===== src/sv/tts_clear_seq.sv =====
`timescale 1ns / 1ps
// ----------------------------------------------------------------------------
// tts_clear_seq
// Walks every cell address once, after reset and after a clear command.
// ----------------------------------------------------------------------------
module tts_clear_seq #(
  parameter int DEPTH = 1000,
  parameter int AW    = 10
) (
  input  logic          clk,
  input  logic          rst,
  input  logic          start,
  output logic          busy,
  output logic [AW-1:0] addr
);

  localparam logic [AW-1:0] LAST = AW'(DEPTH - 1);

  // Sweep counter; busy drops after the last cell is written
  always_ff @(posedge clk) begin
    if (rst || start) begin
      busy <= 1'b1;
      addr <= '0;
    end else if (busy) begin
      if (addr == LAST) begin
        busy <= 1'b0;
      end else begin
        addr <= addr + 1'b1;
      end
    end
  end

endmodule


===== config.mk =====
export PLATFORM = sky130hd
export DESIGN_NAME = tts_clear_seq
export DESIGN_NICKNAME = d
export VERILOG_FILES = /design/src/sv/tts_clear_seq.sv
export SDC_FILE = /design/constraint.sdc
export NUM_CORES = 1
export LEC_CHECK = 0
export ABC_AREA = 1
export BUFFER_PORTS_ARGS = -buffer_cell sky130_fd_sc_hd__buf_2
export CORE_UTILIZATION = 30
export DETAILED_ROUTE_END_ITERATION = 10
export PLACE_DENSITY = 0.59
export SLEW_MARGIN = 20
export SYNTH_ARGS = -nofsm -noshare
export SYNTH_HDL_FRONTEND = slang
export SYNTH_SLANG_ARGS = --single-unit

===== constraint.sdc =====
create_clock -name clk -period 3 [get_ports clk]
set_input_delay 0.15 -clock clk [delete_from_list [all_inputs] [get_ports clk]]
set_output_delay 0.15 -clock clk [all_outputs]
set_load 0.02 [all_outputs]

==> impl_metrics.py <==
metrics = {
    "critical_path": {
        "cp_max_fo": 10,
        "critPathMostFrequentCell": "nand2_1",
        "worstPathRequired_ns": 3.20,
        "path_cells": "ha_1 -> nand2_1 -> nor2_2 -> nand4_2 -> nand2_4 -> nand2_1 -> a21oi_1",
        "cp-end-kind": "flop",
        "crit_path_top_delay_cell": "dfxtp_1",
        "startpoint_type": "flop",
        "crit_arrival_ns": 1.64,
        "slowest_delay_ns": 0.39,
        "worstSetupPathType": "reg2reg",
        "r2r_cells": 7,
    },
    "synth": {
        "synth_top_family_by_area": "simple AND/OR/NAND/NOR gates",
        "postSynthCellCount": 95,
        "synthTopCellsByArea": "dfxtp_1, nand2_1, nor2_1, a21oi_1, nand3_1",
        "yosys.cell_types.count": 19,
        "synthAdderAreaFrac": 0.0200,
        "yosys.area.top_type": "dfxtp_1",
        "syn_avg_cell_area_um2": 6.59,
        "syn_nets": 99,
        "synth_top_area_share": 0.352,
        "seq_area_frac_synth": 0.352,
        "synth_seq_cells": 11,
        "synth_area_um2": 626,
        "synth_compound_area_frac": 0.0720,
        "synthMuxAreaShare": 0,
        "synthSimpleGateAreaFrac": 0.420,
        "ys.warnings.count": 0,
        "synth-xor-area-share": 0.0700,
    },
    "clocking": {
        "cts_tree": "yes",
        "clk_pin_slew_ns": 0.07,
        "clock-sinks": 11,
        "cts_buffers": 3,
        "root_buffer": "clkbuf_4",
        "cts_resized": 0,
        "clk_latency_ns": 0.26,
        "cts_htree_levels": 1,
        "holdBufCountCts": 0,
        "cts_setup_buffers": 0,
        "cts_max_path_buffers": 2,
    },
    "placement": {
        "dp.cells": 134,
        "place_area_um2": 717,
        "place.gp.congestion": 0.797,
        "port_buffers": 13,
        "dp_worst_setup_slack_ns": 1.58,
        "dp_hpwl_mm": 1.00,
    },
    "final_layout": {
        "synthToLayoutAreaGrowth_pct": 18.8,
        "fin_cells": 138,
        "finish.utilization": 0.379,
        "nets": 116,
        "final.fill_count": 226,
        "n_antenna_cell": 0,
        "final_cell_area_um2": 743,
        "drive_above_1_share": 0.198,
    },
    "sta": {
        "fin_crit_sh": 0.482,
        "holdWs_ns": 0.127,
        "fmax_mhz": 691,
        "hold_violations": 0,
        "finalSetupViolations": 0,
        "slew_headroom": 0.801,
        "period_minus_slack_ns": 1.45,
        "fin_ws_ns": 1.55,
        "finClkSkew_ns": 0.00147,
        "setup-tns-final_ns": 0,
        "worst_pin_slew_ns": 0.297,
        "drv_slew": 0,
        "rsz0062_at_grt": "no",
    },
    "global_route": {
        "grt_pass1_wl_mm": 2.12,
        "grt_start_max_net_pins": 11,
        "antenna_found_initial": 0,
        "track_usage": 0.139,
        "grt-ovfl-total": 0,
        "grt_pass1_vias": 525,
    },
    "die": {
        "io_pins": 14,
        "num_rows": 16,
        "chipHeight_um": 47.7,
        "fp.coreArea_um2": 1960,
        "die_w_um": 47.7,
        "start_util": 0.319,
        "die_area_um2": 2270,
    },
    "power": {
        "internal_power_mw": 0.202,
        "pwr-share-clk": 0.386,
        "power_mw": 0.259,
        "switching_share": 0.219,
        "p_leak_nw": 0.347,
        "p_sw_mw": 0.0566,
        "ir_drop_v": 0.000139,
        "power_density_nw_per_um2": 348,
        "combPwrFrac": 0.038,
        "p_seq_frac": 0.575,
    },
    "drt": {
        "vias": 619,
        "firstDrtPassIters": 2,
        "avgRoutedWirePerCell_um": 9.56,
        "wl_mm": 1.32,
        "final_antenna_net_count": 0,
        "viasPerCell": 4.49,
        "drt_iter0_drc": 4,
        "drc": 0,
    },
    "outcome": {
        "status": "complete, no violations",
    },
    "run": {
        "cap_violations": 0,
    },
    "worst_hold_path": {
        "whs_path_depth": 3,
        "holdCritPathClass": "in2reg",
    },
}
==> placed cells by master (no fill, tap or decap), drive strengths merged <==
master / netlist / final
nor2: 16 / 16
clkbuf: 0 / 4
dfxtp: 11 / 11
o21ai: 2 / 2
a21oi: 7 / 7
xor2: 3 / 3
nand3: 6 / 6
ha: 1 / 1
buf: 1 / 13
xnor2: 2 / 2
nor3: 1 / 1
nand2: 33 / 33
nand3b: 1 / 1
nand4: 2 / 2
inv: 9 / 9
==> synth_stat cells (all sizes together) <==
cell type / count
ha: 1
xnor2: 2
nand3: 6
buf: 1
nand4: 2
a21oi: 7
inv: 9
nand2: 33
xor2: 3
o21ai: 2
nor3: 1
dfxtp: 11
nor2: 16
nand3b: 1
==> layer usage <==
metal  track usage  vias to the layer above  wire length, µm
li1              -                      332                -
met4         0.122                        0               12
met1         0.160                      278              622
met2         0.222                        7              662
met5             0                        -                0
met3        0.0226                        2               22
==> path summary, 6_finish.rpt <==
kind                                           start              endpoint  slack, ns
worst max-delay path            addr[1]$_SDFFE_PP0P_  addr[2]$_SDFFE_PP0P_       1.55
worst min-delay path                             rst       busy$_SDFF_PP1_       0.13
worst max register to register  addr[1]$_SDFFE_PP0P_  addr[2]$_SDFFE_PP0P_       1.55
worst min register to register  addr[9]$_SDFFE_PP0P_  addr[9]$_SDFFE_PP0P_       0.51
==> worst max-delay path: cells and delay by family, from the launching register on <==
kind	cells	cell delay [ns]
adders and majority gates	1	0.26
DFF	1	0.39
AOI/OAI and AO/OA	1	0.14
and+or+nand+nor	5	0.59
==> layout make-up <==
cell class	instances	area (µm²)	share of cell area
multi-input combinational	74	364	0.490
sequential	11	220	0.296
timing repair buffer	13	65.1	0.0875
inverter	9	33.8	0.0455
tap	27	33.8	0.0455
clock buffer	4	26.3	0.0354
==> kinds of logic (layout without fill, tap and decap cells) <==
group	count (synthesis)	count (layout)
DFF	11	11
xor gates and xnor gates	5	5
AOI/OAI and AO/OA	9	9
and+or+nand+nor	59	59
adders and majority gates	1	1
buffers and inverters	10	26
==> flip-flops by register name (all words and copies together), names as in the netlist <==
name  cells
addr     10
busy      1
==> power groups by stage <==
| stage | Clock (mW) | Combinational, mW | Sequential [mW] |
|---|---|---|---|
| floorplan | 0 | 0.00455 | 0.154 |
| CTS | 0.107 | 0.00992 | 0.149 |
| finish | 0.0999 | 0.00991 | 0.149 |
| detailed placement | 0 | 0.00991 | 0.152 |
| global route | 0.114 | 0.0113 | 0.149 |
| global placement | 0 | 0.00999 | 0.152 |
Note: power is estimated with default switching activity, not from simulation.
